$ cat config.mk
export PLATFORM = sky130hd
export DESIGN_NAME = four_level_page_table_walker_core_flat
export DESIGN_NICKNAME = d
export VERILOG_FILES = /design/src/sv/flptw_pkg.sv /design/src/sv/flptw_in_if.sv /design/src/sv/flptw_out_if.sv /design/src/sv/flptw_step.sv /design/src/sv/flptw_out_reg.sv /design/src/sv/four_level_page_table_walker_core.sv /design/src/flat_wrapper.sv
export VERILOG_INCLUDE_DIRS = /design/src /design/src/sv
export SDC_FILE = /design/constraint.sdc
export NUM_CORES = 1
export LEC_CHECK = 0
export BUFFER_PORTS_ARGS = -buffer_cell sky130_fd_sc_hd__buf_2
export CORE_MARGIN = 2
export CORE_UTILIZATION = 48
export CTS_BUF_LIST = sky130_fd_sc_hd__clkbuf_16
export CTS_CLUSTER_SIZE = 40
export DETAILED_ROUTE_END_ITERATION = 16
export PLACE_DENSITY = 0.85
export RECOVER_POWER = 50
export SLEW_MARGIN = 10
export SYNTH_ARGS = -nofsm -noshare
export SYNTH_HDL_FRONTEND = slang
export SYNTH_SLANG_ARGS = --single-unit
export TNS_END_PERCENT = 10
$ cat constraint.sdc
create_clock -name clk_i -period 3.2 [get_ports clk_i]
set_input_delay 0.64 -clock clk_i [delete_from_list [all_inputs] [get_ports clk_i]]
set_output_delay 0.64 -clock clk_i [all_outputs]
set_load 0.01 [all_outputs]
$ cat src/sv/four_level_page_table_walker_core_assert.svh
// ----------------------------------------------------------------------------
// four-level page table walker assertion macros
// concurrent assertion wrappers, empty when synthesizing
// ----------------------------------------------------------------------------
`ifndef FOUR_LEVEL_PAGE_TABLE_WALKER_CORE_ASSERT_SVH
`define FOUR_LEVEL_PAGE_TABLE_WALKER_CORE_ASSERT_SVH

`ifndef SYNTHESIS
// checked out of reset only
`define FLPTW_ASSERT(lbl, prop) \
  lbl: assert property (@(posedge clk_i) disable iff (!rst_ni) prop) \
    else $error("flptw assertion failed");
// checked at every edge, reset included
`define FLPTW_ASSERT_ALWAYS(lbl, prop) \
  lbl: assert property (@(posedge clk_i) prop) \
    else $error("flptw assertion failed");
`else
`define FLPTW_ASSERT(lbl, prop)
`define FLPTW_ASSERT_ALWAYS(lbl, prop)
`endif

`endif

$ cat src/sv/flptw_pkg.sv
// ----------------------------------------------------------------------------
// flptw_pkg
// shared widths, codes and item types of the page table walker
// ----------------------------------------------------------------------------
`timescale 1ns / 1ps

package flptw_pkg;

  localparam int unsigned VA_W    = 48;
  localparam int unsigned RA_W    = 52;
  localparam int unsigned PA_W    = 41;
  localparam int unsigned ENTRY_W = 64;

  // present and page size bits of a pde
  localparam logic [7:0] LARGE_BITS = 8'h81;

  typedef enum logic {
    FUNC_START = 1'b0,
    FUNC_RESP  = 1'b1
  } func_e;

  typedef enum logic {
    KIND_READ = 1'b0,
    KIND_DONE = 1'b1
  } kind_e;

  typedef enum logic [1:0] {
    ST_OK     = 2'd0,
    ST_ABSENT = 2'd1,
    ST_LARGE  = 2'd2,
    ST_STRAY  = 2'd3
  } status_e;

  typedef enum logic [4:0] {
    LVL_IDLE = 5'b00001,
    LVL_PML4 = 5'b00010,
    LVL_PDPT = 5'b00100,
    LVL_PD   = 5'b01000,
    LVL_PT   = 5'b10000
  } level_e;

  typedef struct packed {
    func_e               func;
    logic [VA_W-1:0]     virt_addr;
    logic [RA_W-1:0]     root_table;
    logic [ENTRY_W-1:0]  entry_data;
  } in_item_t;

  typedef struct packed {
    kind_e           kind;
    logic [RA_W-1:0] read_address;
    logic [PA_W-1:0] phys_addr;
    status_e         status;
  } out_item_t;

  typedef struct packed {
    level_e          level;
    logic [VA_W-1:0] vaddr;
  } walk_state_t;

endpackage

$ cat src/sv/flptw_in_if.sv
// ----------------------------------------------------------------------------
// flptw_in_if
// request and memory response channel into the walker
// ----------------------------------------------------------------------------
`timescale 1ns / 1ps

interface flptw_in_if;
  logic                            valid;
  logic                            ready;
  logic                            func;
  logic [flptw_pkg::VA_W-1:0]      virt_addr;
  logic [flptw_pkg::RA_W-1:0]      root_table;
  logic [flptw_pkg::ENTRY_W-1:0]   entry_data;

  modport source (output valid, func, virt_addr, root_table, entry_data, input ready);
  modport sink (input valid, func, virt_addr, root_table, entry_data, output ready);
endinterface

$ cat src/sv/flptw_out_if.sv
// ----------------------------------------------------------------------------
// flptw_out_if
// read request and completion channel out of the walker
// ----------------------------------------------------------------------------
`timescale 1ns / 1ps

interface flptw_out_if;
  logic                         valid;
  logic                         ready;
  logic                         kind;
  logic [flptw_pkg::RA_W-1:0]   read_address;
  logic [flptw_pkg::PA_W-1:0]   phys_addr;
  logic [1:0]                   status;

  modport source (output valid, kind, read_address, phys_addr, status, input ready);
  modport sink (input valid, kind, read_address, phys_addr, status, output ready);
endinterface

$ cat src/sv/flptw_step.sv
// ----------------------------------------------------------------------------
// flptw_step
// one walk step: next read address or final translation, next level
// ----------------------------------------------------------------------------
`timescale 1ns / 1ps

module flptw_step (
  input  flptw_pkg::in_item_t    item_i,
  input  flptw_pkg::walk_state_t state_i,
  output flptw_pkg::walk_state_t state_o,
  output flptw_pkg::out_item_t   result_o
);

  logic [28:0] large_frame;

  // 2 mb page: 4 kb index added to the 28-bit frame field
  assign large_frame = {20'd0, state_i.vaddr[20:12]} + {1'b0, item_i.entry_data[39:12]};

  always_comb begin
    state_o  = state_i;
    result_o = '{kind: flptw_pkg::KIND_READ, read_address: '0, phys_addr: '0,
                 status: flptw_pkg::ST_OK};

    if (item_i.func == flptw_pkg::FUNC_START) begin
      state_o.vaddr         = item_i.virt_addr;
      state_o.level         = flptw_pkg::LVL_PML4;
      result_o.read_address = {item_i.root_table[51:12], item_i.virt_addr[47:39], 3'b000};
    end else if (state_i.level == flptw_pkg::LVL_IDLE) begin
      result_o.kind   = flptw_pkg::KIND_DONE;
      result_o.status = flptw_pkg::ST_STRAY;
    end else if (!item_i.entry_data[0]) begin
      state_o.level   = flptw_pkg::LVL_IDLE;
      result_o.kind   = flptw_pkg::KIND_DONE;
      result_o.status = flptw_pkg::ST_ABSENT;
    end else begin
      unique case (state_i.level)
        flptw_pkg::LVL_PML4: begin
          state_o.level         = flptw_pkg::LVL_PDPT;
          result_o.read_address = {item_i.entry_data[51:12], state_i.vaddr[38:30], 3'b000};
        end
        flptw_pkg::LVL_PDPT: begin
          state_o.level         = flptw_pkg::LVL_PD;
          result_o.read_address = {item_i.entry_data[51:12], state_i.vaddr[29:21], 3'b000};
        end
        flptw_pkg::LVL_PD: begin
          if ((item_i.entry_data[7:0] & flptw_pkg::LARGE_BITS) == flptw_pkg::LARGE_BITS) begin
            state_o.level      = flptw_pkg::LVL_IDLE;
            result_o.kind      = flptw_pkg::KIND_DONE;
            result_o.status    = flptw_pkg::ST_LARGE;
            result_o.phys_addr = {large_frame, state_i.vaddr[11:0]};
          end else begin
            state_o.level         = flptw_pkg::LVL_PT;
            result_o.read_address = {item_i.entry_data[51:12], state_i.vaddr[20:12], 3'b000};
          end
        end
        flptw_pkg::LVL_PT: begin
          state_o.level      = flptw_pkg::LVL_IDLE;
          result_o.kind      = flptw_pkg::KIND_DONE;
          result_o.phys_addr = {1'b0, item_i.entry_data[39:12], state_i.vaddr[11:0]};
        end
        default: begin
          state_o.level = flptw_pkg::LVL_IDLE;
        end
      endcase
    end
  end

endmodule

$ cat src/sv/flptw_out_reg.sv
// ----------------------------------------------------------------------------
// flptw_out_reg
// result register with valid, refilled in the cycle it is drained
// ----------------------------------------------------------------------------
`timescale 1ns / 1ps

module flptw_out_reg (
  input  logic                 clk_i,
  input  logic                 rst_ni,
  input  logic                 load_i,
  input  flptw_pkg::out_item_t data_i,
  input  logic                 take_i,
  output logic                 free_o,
  output logic                 valid_o,
  output flptw_pkg::out_item_t data_o
);

  logic                 valid_q, valid_d;
  flptw_pkg::out_item_t data_q;

  assign free_o  = !valid_q || take_i;
  assign valid_d = load_i || (valid_q && !take_i);

  always_ff @(posedge clk_i or negedge rst_ni) begin
    if (!rst_ni) begin
      valid_q <= 1'b0;
    end else begin
      valid_q <= valid_d;
    end
  end

  always_ff @(posedge clk_i) begin
    if (load_i) begin
      data_q <= data_i;
    end
  end

  assign valid_o = valid_q;
  assign data_o  = data_q;

endmodule

$ cat src/sv/four_level_page_table_walker_core.sv
// ----------------------------------------------------------------------------
// four_level_page_table_walker_core
// x86-64 style four-level page table walker, one step per beat
// ----------------------------------------------------------------------------
//
//   channel  dir  carries
//   in_i     in   start (virtual address, root) or memory response (entry)
//   out_o    out  memory read request or finished translation with status
//
// every in beat yields exactly one out beat; the step is worked out
// combinationally and lands in the result register, so a result shows in the
// cycle after its beat, and a new beat is taken every cycle while out_o takes
// the results; in_i.ready drops only while the result register holds a beat
// that out_o does not take in the same cycle
// reset clears the walk level to idle and empties the result register
`timescale 1ns / 1ps

`include "four_level_page_table_walker_core_assert.svh"

module four_level_page_table_walker_core (
  input  logic        clk_i,
  input  logic        rst_ni,
  flptw_in_if.sink    in_i,
  flptw_out_if.source out_o
);

  // walk state: level one-hot, virtual address of the running walk
  flptw_pkg::level_e      level_q;
  logic [flptw_pkg::VA_W-1:0] vaddr_q;
  flptw_pkg::walk_state_t state_cur, state_nxt;

  flptw_pkg::in_item_t    in_item;
  flptw_pkg::out_item_t   step_res, out_q;
  logic                   in_fire;
  logic                   out_free;
  logic                   out_valid;

  // gather the incoming beat
  assign in_item = '{func: flptw_pkg::func_e'(in_i.func), virt_addr: in_i.virt_addr,
                     root_table: in_i.root_table, entry_data: in_i.entry_data};

  assign state_cur = '{level: level_q, vaddr: vaddr_q};

  flptw_step u_step (
    .item_i   (in_item),
    .state_i  (state_cur),
    .state_o  (state_nxt),
    .result_o (step_res)
  );

  // accept whenever the result register frees up this cycle
  assign in_i.ready = out_free;
  assign in_fire    = in_i.valid && out_free;

  always_ff @(posedge clk_i or negedge rst_ni) begin
    if (!rst_ni) begin
      level_q <= flptw_pkg::LVL_IDLE;
      vaddr_q <= '0;
    end else if (in_fire) begin
      level_q <= state_nxt.level;
      vaddr_q <= state_nxt.vaddr;
    end
  end

  flptw_out_reg u_out_reg (
    .clk_i   (clk_i),
    .rst_ni  (rst_ni),
    .load_i  (in_fire),
    .data_i  (step_res),
    .take_i  (out_o.ready),
    .free_o  (out_free),
    .valid_o (out_valid),
    .data_o  (out_q)
  );

  // drive the result channel from the register
  assign out_o.valid        = out_valid;
  assign out_o.kind         = out_q.kind;
  assign out_o.read_address = out_q.read_address;
  assign out_o.phys_addr    = out_q.phys_addr;
  assign out_o.status       = out_q.status;

  // a start always heads for the pml4 entry
  `FLPTW_ASSERT(a_start_to_pml4, in_fire && (in_item.func == flptw_pkg::FUNC_START) |=> level_q == flptw_pkg::LVL_PML4)
  // a finished translation leaves the walker idle
  `FLPTW_ASSERT(a_done_idle, in_fire && (step_res.kind == flptw_pkg::KIND_DONE) |=> level_q == flptw_pkg::LVL_IDLE)
  // every accepted beat shows up in the result register
  `FLPTW_ASSERT(a_fire_fills, in_fire |=> out_valid)
  // read requests carry no status and no translation
  `FLPTW_ASSERT_ALWAYS(a_read_clean, out_valid && (out_q.kind == flptw_pkg::KIND_READ) |-> (out_q.status == flptw_pkg::ST_OK) && (out_q.phys_addr == '0))

endmodule
$ cat src/flat_wrapper.sv
// flat-port wrapper written by rule: the top's interface ports become plain ports
module four_level_page_table_walker_core_flat 
  (clk_i, rst_ni, in_i_valid, in_i_func, in_i_virt_addr, in_i_root_table, in_i_entry_data, in_i_ready, out_o_valid, out_o_kind, out_o_read_address, out_o_phys_addr, out_o_status, out_o_ready);
  flptw_in_if in_i_i ();
  flptw_out_if out_o_i ();
  input  logic clk_i;
  input  logic rst_ni;
  input wire logic [$bits(in_i_i.valid)-1:0] in_i_valid;
  input wire logic [$bits(in_i_i.func)-1:0] in_i_func;
  input wire logic [$bits(in_i_i.virt_addr)-1:0] in_i_virt_addr;
  input wire logic [$bits(in_i_i.root_table)-1:0] in_i_root_table;
  input wire logic [$bits(in_i_i.entry_data)-1:0] in_i_entry_data;
  output wire logic [$bits(in_i_i.ready)-1:0] in_i_ready;
  output wire logic [$bits(out_o_i.valid)-1:0] out_o_valid;
  output wire logic [$bits(out_o_i.kind)-1:0] out_o_kind;
  output wire logic [$bits(out_o_i.read_address)-1:0] out_o_read_address;
  output wire logic [$bits(out_o_i.phys_addr)-1:0] out_o_phys_addr;
  output wire logic [$bits(out_o_i.status)-1:0] out_o_status;
  input wire logic [$bits(out_o_i.ready)-1:0] out_o_ready;
  assign in_i_i.valid = in_i_valid;
  assign in_i_i.func = in_i_func;
  assign in_i_i.virt_addr = in_i_virt_addr;
  assign in_i_i.root_table = in_i_root_table;
  assign in_i_i.entry_data = in_i_entry_data;
  assign in_i_ready = in_i_i.ready;
  assign out_o_valid = out_o_i.valid;
  assign out_o_kind = out_o_i.kind;
  assign out_o_read_address = out_o_i.read_address;
  assign out_o_phys_addr = out_o_i.phys_addr;
  assign out_o_status = out_o_i.status;
  assign out_o_i.ready = out_o_ready;
  four_level_page_table_walker_core u_core (.clk_i(clk_i), .rst_ni(rst_ni), .in_i(in_i_i), .out_o(out_o_i));
endmodule
; Yosys cells after proc, flatten, opt, wreduce, memory -nomap -nowiden
; Cells that the tools add are included.
[word_totals]
ff_bits = 141
inputBits = 169
out_inout_bits = 98
word_cells = 46
[op_classes]
add_sub_neg = 1
n_eq_ne = 7
n_mux = 19
bitwise_logic = 2
reduce_logical = 9
[ops]
columns = cell, n
row1 = 2-to-1 mux 93 bit, 2
row2 = one-hot mux 52 bit (3 select lines), 1
row3 = 2-to-1 mux 52 bit, 2
row4 = one-hot mux 41 bit (2 select lines), 1
row5 = 2-to-1 mux 43 bit, 1
row6 = adder 9 x 28 -> 29 bit, 1
row7 = 2-to-1 mux 5 bit, 4
row8 = one-hot mux 5 bit (3 select lines), 1
row9 = 2-to-1 mux 2 bit, 3
row10 = "equality test 5 x 1 -> 1 bit, second input constant", 1
row11 = "equality test 5 x 2 -> 1 bit, second input constant", 1
row12 = "equality test 5 x 3 -> 1 bit, second input constant", 1
row13 = "equality test 5 x 4 -> 1 bit, second input constant", 1
row14 = "equality test 5 bit, second input constant", 1
row15 = AND reduction 2 bit, 2
row16 = 2-to-1 mux 1 bit, 3
row17 = OR reduction 3 bit, 1
row18 = "equality test 2 bit, second input constant", 1
row19 = logical AND 1 bit, 2
row20 = logical NOT 1 bit, 2
row21 = logical OR 1 bit, 2
row22 = "!= test 2 bit, second input constant", 1
row23 = NOT 1 bit, 2
row24 = one-hot mux 1 bit (2 select lines), 1

; Depth between registers and ports, before layout
; Gate-level depths: netlist (run 1).
[depth]
ltp_word = 6
mapped_depth = 9
ltp_nobuf = 9

; Modules after synthesis
; Synthesis (run 1) repeated with hierarchy kept, for this count alone.
[unflattened]
hier_cells = 601
hier_area_um2 = 7692.4
[modules_own_cells]
columns = module, instances, cells_per_inst, area_per_inst_um2, seq_area_each_um2
row1 = flptw_out_reg, 1, 99, 2930.3, 2907.8
row2 = flptw_step, 1, 389, 2582.5, 0.0
row3 = four_level_page_table_walker_core, 1, 113, 2179.6, 1327.5

; Least setup slack after synthesis (run 1)
; OpenSTA, ideal clock, no wires.
[synth_timing]
path_type = input to register
start = input out_o_ready
end = register u_core.u_out_reg.data_q (netlist bit u_core.u_out_reg.data_o[0]), enable pin
setup_time_ns = 0.448
arrival_ns = 2.853
t_required_ns = 2.752
slack_ns = -0.101
path_stages = 3
n_path_buf = 0
cell_sequence = nand2b_1 -> nand2_1 -> inv_1
[synth_via]
elab_chain_cells = 2
[synth_lines]
columns = element, line
row1 = start: declaration, flat_wrapper.sv:19  ; input wire logic [$bits(out_o_i.ready)-1:0] out_o_ready;
row2 = logical OR 1 bit, flptw_out_reg.sv:21  ; assign free_o = !valid_q || take_i;
row3 = logical AND 1 bit, four_level_page_table_walker_core.sv:53  ; assign in_fire = in_i.valid && out_free;
row4 = via u_core.in_fire, four_level_page_table_walker_core.sv:34  ; logic in_fire;
row5 = end signal: assignment, flptw_out_reg.sv:34  ; data_q <= data_i;
row6 = end: declaration, flptw_out_reg.sv:19  ; flptw_pkg::out_item_t data_q;
; The timed path passes the listed nets, and every way through them passes these cells.
; A chain may end at the register's enable or synchronous reset.

; Worst setup path after layout (run 1)
[layout_timing]
start = register u_core.vaddr_q[12] (netlist name)
end = register u_core.u_out_reg.data_q (netlist bit u_core.u_out_reg.data_o[34]) (data pin)
[layout_via]
elab_chain_cells = 3
[layout_lines]
columns = element, line
row1 = start: declaration, four_level_page_table_walker_core.sv:29  ; logic [flptw_pkg::VA_W-1:0] vaddr_q;
row2 = start signal: assignment, four_level_page_table_walker_core.sv:61  ; vaddr_q <= state_nxt.vaddr;
row3 = adder 9 x 28 -> 29 bit, flptw_step.sv:17  ; assign large_frame = {20'd0, state_i.vaddr[20:12]} + {1'b0, item_i.entry_data[39:12]};
row4 = 2-to-1 mux 43 bit, flptw_step.sv:46  ; if ((item_i.entry_data[7:0] & flptw_pkg::LARGE_BITS) == flptw_pkg::LARGE_BITS) begin
row5 = one-hot mux 41 bit (2 select lines), flptw_step.sv:36  ; unique case (state_i.level)
; No other way between the ends.

==> flow_metrics.tcl, run 1 <==
set metrics [dict create \
    outcome "finished with violations" \
    failed_checks "capacitance limit, slew limit" \
    numCtsBuffers 17 \
    final_cell_mix "134 x buf_2, 95 x clkbuf_1, 93 x edfxtp_1, 44 x dfrtp_1, 41 x a22o_1" \
    critPathTopFamily "compound AO/OA/AOI/OAI gates" \
    area_delta_synth_final_pct 28.9 \
    nets 914 \
    diodes 0 \
    wire_per_inst_um 19.3 \
    grt_pass1_vias 5328 \
    cts_setup_buffers 0 \
    endpoint_kind "flip-flop" \
    max_stage_delay_ns 0.43 \
    drtAntennaViolNets 0 \
    cts.clk_slew.worst_paths_ns 0.06 \
    grt_max_degree 60 \
    synthTopCellsByArea "edfxtp_1 43%, dfrtp_1 17%, mux2_2 6.6%" \
    initial_utilization 0.490 \
    critical_path.max_fanout 6 \
    min_path_type "in2reg" \
    die_y_um 120 \
    hold_viol 0 \
    powerDensity_nw_per_um2 602 \
    antenna_found_initial 0 \
    yosysSeqAreaShare 0.607 \
    cts_tree "yes" \
    worstMarginPinSlew_ns 2.43 \
    slew_headroom -0.618 \
    drc_errors 0 \
    dpl.hpwl_um 12600 \
    viasPerCell 5.83 \
    synth_edf_count 93 \
    port_buffers 229 \
    grt_pass1_wl_um 26800 \
    place.gp.congestion 0.842 \
    synth-seq-cells 138 \
    drt_iter0_drc 587 \
    drv_cap 2 \
    ir_worst_vdd_mv 0.396 \
    postLayoutCoreUtil 0.631 \
    vias 5391 \
    dr.pass1.iters 6 \
    tns_ns 0 \
    fp-row-count 42 \
    ys.flop_type "edfxtp_1" \
    syn_area_sq_um 6460 \
    ios 267 \
    worst_path_max_delay_cell "fa_1" \
    clock_sinks 138 \
    track_usage 0.243 \
    avgSynthCellArea_sq_um 12.8 \
    skew_ns 0.00662 \
    ys_warn_count 0 \
    arrival_ns 2.82 \
    post-route-period-util 0.833 \
    clockRootBuffer "clkbuf_16" \
    grt-ovfl-total 0 \
    fmaxAchievable_mhz 375 \
    drv_slew 106 \
    yosysUniqueCellTypes 58 \
    async_flop_share 0.326 \
    rsz0062_at_grt "no" \
    cts_resized 0 \
    cts_hold_buf 0 \
    final_common_cell "buf_2" \
    dieArea_sq_um 14400 \
    crit_required_ns 3.36 \
    crit_buf_inv 2 \
    synth_largest_area_cell "edfxtp_1" \
    clock_latency_ns 0.43 \
    h-tree-depth 4 \
    p_leak_uw 0.00328 \
    core-area_sq_um 13200 \
    die_w_um 120 \
    cts-root-to-sink-buffers 2 \
    drive_gt1_frac 0.299 \
    worstSetupStartpointType "flip-flop" \
    crit_type "reg2reg" \
    worstPathCellList "ha_1, inv_1, fa_1, nand2b_1, a21o_1, a211oi_1, buf_4, a41oi_1, o21ai_0, o41ai_1" \
    syn_inst 503 \
    synth_top_area_share 0.432 \
    wl_um 17800 \
    finalSetupViolations 0 \
    fin_crit_ns 2.66 \
]
registers in the layout (all words and copies together), names as in the netlist:
signal / cells
u_core.u_out_reg.valid_o: 1
u_core.level_q: 5
u_core.u_out_reg.data_o: 93
u_core.vaddr_q: 39
where the power goes:
part	leakage, uW	switching (uW)	internal [uW]
Clock	0.000301	740	1370
Sequential	0.00145	92.6	2100
Combinational	0.00153	399	311
Total	0.00328	1230	3780
final cells by class:
cell class,instances,area (sq um)
fillers,1076,4870
flip-flops and latches,138,3920
multi-input cells,328,2380
repair buffers,242,1130
clock buffers,17,425
well taps,176,220
clock inverters,15,206
inverters,8,33.8
synth_stat cells, drive strengths merged, types with 2 or more instances:
library cell  count
a211oi            2
a21o              3
a21oi            25
a222oi            9
a22o             41
a22oi             3
a31oi             6
a32oi             2
a41oi             2
and2             16
and3              3
and4              2
buf              11
clkbuf           20
dfrtp            44
edfxtp           93
ha                9
inv               8
mux2             38
nand2            39
nand2b            7
nand3             9
nand4             6
nor2             21
nor2b             2
nor3              4
nor3b             3
nor4              2
o211ai            7
o21a              2
o21ai            18
o2bb2ai           9
o31ai             3
o41ai             4
or3               8
or4               5
xnor2             3
layer usage:
metal	wire length [um]	vias up	global-route usage	share of wire
met5	0	-	0	0
met4	476	0	0.0963	0.027
met3	1560	43	0.0718	0.087
met2	8860	314	0.422	0.50
met1	6930	2597	0.283	0.39
li1	-	2437	-	-
worst paths after layout:
path	depth (start not counted)	to	startpoint	slack [ns]
max in group asynchronous	1	u_core.vaddr_q[4]$_DFFE_PN0P_	rst_ni	0.86
min in group asynchronous	1	u_core.vaddr_q[25]$_DFFE_PN0P_	rst_ni	0.96
max reg2reg	10	u_core.u_out_reg.data_o[34]$_SDFFCE_PP0P_	u_core.vaddr_q[12]$_DFFE_PN0P_	0.54
max	10	u_core.u_out_reg.data_o[34]$_SDFFCE_PP0P_	u_core.vaddr_q[12]$_DFFE_PN0P_	0.54
min	2	u_core.u_out_reg.valid_o$_DFF_PN0_	in_i_valid	0.42
min reg2reg	1	u_core.vaddr_q[4]$_DFFE_PN0P_	u_core.vaddr_q[4]$_DFFE_PN0P_	0.50
cells by family after synthesis:
group	synth area share
flops	0.607
buf+inv	0.0279
compound gates	0.166
xor+xnor	0.00407
other cells	0.000581
mux	0.0663
simple gates	0.108
fa+ha+maj	0.0205
stage by stage:
stage          hold WS [ns]  power (uW)  setup slack (ns)  cells  instance area [sq um]
6_report              0.424        5010             0.535    924                   8320
5_1_grt               0.409        5190             0.349    924                   8320
4_1_cts               0.408        5040             0.588    924                   8450
3_5_place_dp          0.490        2940             0.288    892                   7820
3_3_place_gp          0.481        2890             0.357    892                   7820
2_1_floorplan         0.344        2640             0.291    505                   6470
Note: power is estimated with default switching activity, not from simulation.
==> run 2, diff against run 1 <==
- CORE_UTILIZATION: 48 -> 44
- PLACE_DENSITY: 0.85 -> 0.82
- clock period: 3.2 -> 2.44 ns (I/O delays scaled with it)
==> run 2 against run 1 <==
Compared with the run above: the flow now finishes without violations; worst hold slack got worse by 0.15 ns; design area up 3.0%; utilization is 3.7 points lower; critical path depth down 2; cell count grew 3.8%; clock skew increased by 0.00081 ns; fmax up 11%; combinational power rose by 49%; die area is 8.8% higher; count of clock-buffer cells in the layout up 2; critical path type unchanged; largest power group unchanged.
==> flow_metrics.tcl, run 2 (synthesis gave the netlist of run 1 again) <==
set metrics [dict create \
    outcome "finished, final reports clean" \
    power_frac_clock 0.372 \
    postLayoutCoreUtil 0.594 \
    drv_slew 0 \
    grt_max_degree 52 \
    die_y_um 125 \
    core-area_sq_um 14400 \
    clock_latency_ns 0.41 \
    dp_cells 925 \
    top_layer "met4" \
    dr.pass1.iters 5 \
    wl_um 17100 \
    met1Wirelength_um 7190 \
    drtAntennaViolNets 0 \
    p_leak_uw 0.00358 \
    critical_path.max_fanout 10 \
    post-route-period-util 0.980 \
    hold_viol 0 \
    nets 941 \
    grt_pass1_wl_um 26900 \
    min_path_cells 2 \
    fin_crit_ns 2.39 \
    diodes 0 \
    grt-ovfl-total 0 \
    worstSetupStartpointType "flip-flop" \
    drv_cap 0 \
    stdcell_area_sq_um 8570 \
    placed_cell_area_sq_um 8070 \
    min_path_type "in2reg" \
    fillers 1242 \
    numCtsBuffers 17 \
    hold_start "in_i_valid" \
    r2r_cells 8 \
    track_usage 0.218 \
    ios 267 \
    dieArea_sq_um 15700 \
    viasPerCell 5.47 \
    drt_iter0_drc 475 \
    largest_reg_flops 93 \
    drc_errors 0 \
    crit_required_ns 2.69 \
    multiInputGateArea_sq_um 2460 \
    area_delta_synth_final_pct 32.7 \
    whs_endpoint "u_core.u_out_reg.valid_o$_DFF_PN0_" \
    antenna_found_initial 0 \
    worstMarginPinSlew_ns 1.07 \
    seq_power_share 0.458 \
    clockRootBuffer "clkbuf_16" \
    skew_ns 0.00742 \
    r2r_end "u_core.u_out_reg.data_o[41]$_SDFFCE_PP0P_" \
    vias 5250 \
    final_common_cell "buf_2" \
    rsz0062_at_grt "yes" \
    clock_sinks 138 \
    wl_met2_um 8290 \
    initial_utilization 0.448 \
    regToRegStartpoint "u_core.vaddr_q[15]$_DFFE_PN0P_" \
    arrival_ns 2.64 \
    hold_slack_ns 0.275 \
    p_switching_uw 1600 \
    place.gp.congestion 0.857 \
    endpoint_kind "flip-flop" \
    instances_no_fill 959 \
    cts-root-to-sink-buffers 2 \
    p_int_uw 4650 \
    die_w_um 125 \
    dpl.hpwl_um 12300 \
    slew_headroom 0.284 \
    ir_worst_vdd_mv 0.448 \
    finalSetupViolations 0 \
    fp-row-count 44 \
    crit_type "reg2reg" \
    port_buffers 229 \
    cts_tree "yes" \
    wire_per_inst_um 17.8 \
    drive_gt1_frac 0.400 \
    cts.clk_slew.worst_paths_ns 0.06 \
    fmaxAchievable_mhz 418 \
    grt_pass1_vias 5140 \
    seq_area_sq_um 3920 \
    worst-r2r-setup-slack_ns 0.05 \
    met3_length_um 1210 \
    final_cell_mix "186 x buf_2, 93 x edfxtp_1, 45 x clkbuf_1, 44 x dfrtp_1, 41 x a22o_1" \
    combPwrFrac 0.170 \
    swShare 0.256 \
    h-tree-depth 4 \
    powerDensity_nw_per_um2 729 \
    tns_ns 0 \
]
==> run 2: per-layer routing <==
layer / GRT usage / vias up
met4: 0.0850 / 0
li1: - / 2490
met5: 0 / -
met2: 0.363 / 225
met3: 0.0552 / 27
met1: 0.276 / 2508
==> run 2: worst max-delay path by stage <==
stage,startpoint,end,slack [ns],depth (start not counted)
after global placement,in_i_entry_data[16],u_core.u_out_reg.data_o[41]$_SDFFCE_PP0P_,-0.16,9
after detailed placement,in_i_entry_data[15],u_core.u_out_reg.data_o[41]$_SDFFCE_PP0P_,-0.21,9
final,u_core.vaddr_q[15]$_DFFE_PN0P_,u_core.u_out_reg.data_o[41]$_SDFFCE_PP0P_,0.05,8
after floorplan,out_o_ready,u_core.u_out_reg.data_o[0]$_SDFFCE_PN0P_,-0.08,3
after CTS,u_core.vaddr_q[15]$_DFFE_PN0P_,u_core.u_out_reg.data_o[41]$_SDFFCE_PP0P_,-0.002,8
after global routing,u_core.vaddr_q[15]$_DFFE_PN0P_,u_core.u_out_reg.data_o[41]$_SDFFCE_PP0P_,-0.03,8
==> run 2: power groups by stage <==
stage	registers [uW]	clock network [uW]	logic, uW
floorplan	2920	0	537
global placement	2890	0	1010
detailed placement	2910	0	1040
CTS	2860	2370	1060
global route	2890	2480	1170
finish	2860	2330	1060
==> run 2: stage by stage <==
step	setup WS, ns	power, uW
detailed placement	-0.211	3950
global route	-0.0281	6540
global placement	-0.159	3910
CTS	-0.00195	6290
finish	0.0499	6250
floorplan	-0.0846	3460
==> run 2: layout make-up <==
class                   instances  area share
clock inverters                13     0.00686
repair buffers                269       0.163
inverters                       8     0.00365
flip-flops and latches        138       0.457
multi-input cells             328       0.287
clock buffers                  19      0.0555
well taps                     184      0.0269
==> run 2: worst max-delay path: stages, from the launching register on <==
cell      delay (ns)
dfrtp_1         0.40
ha_1            0.31
and2_4          0.16
a221oi_2        0.07
buf_4           0.15
a211o_4         0.34
a21o_4          0.25
or4_1           0.47
o211ai_1        0.09
==> run 2: repair_timing <==
item / in CTS / in global routing
resized for setup: 4 / 15
hold endpoints to repair: 12 / 0
hold buffers: 1 / 0
pin swaps: 0 / 2
setup buffers: 0 / 1
setup endpoints to repair: 8 / 20
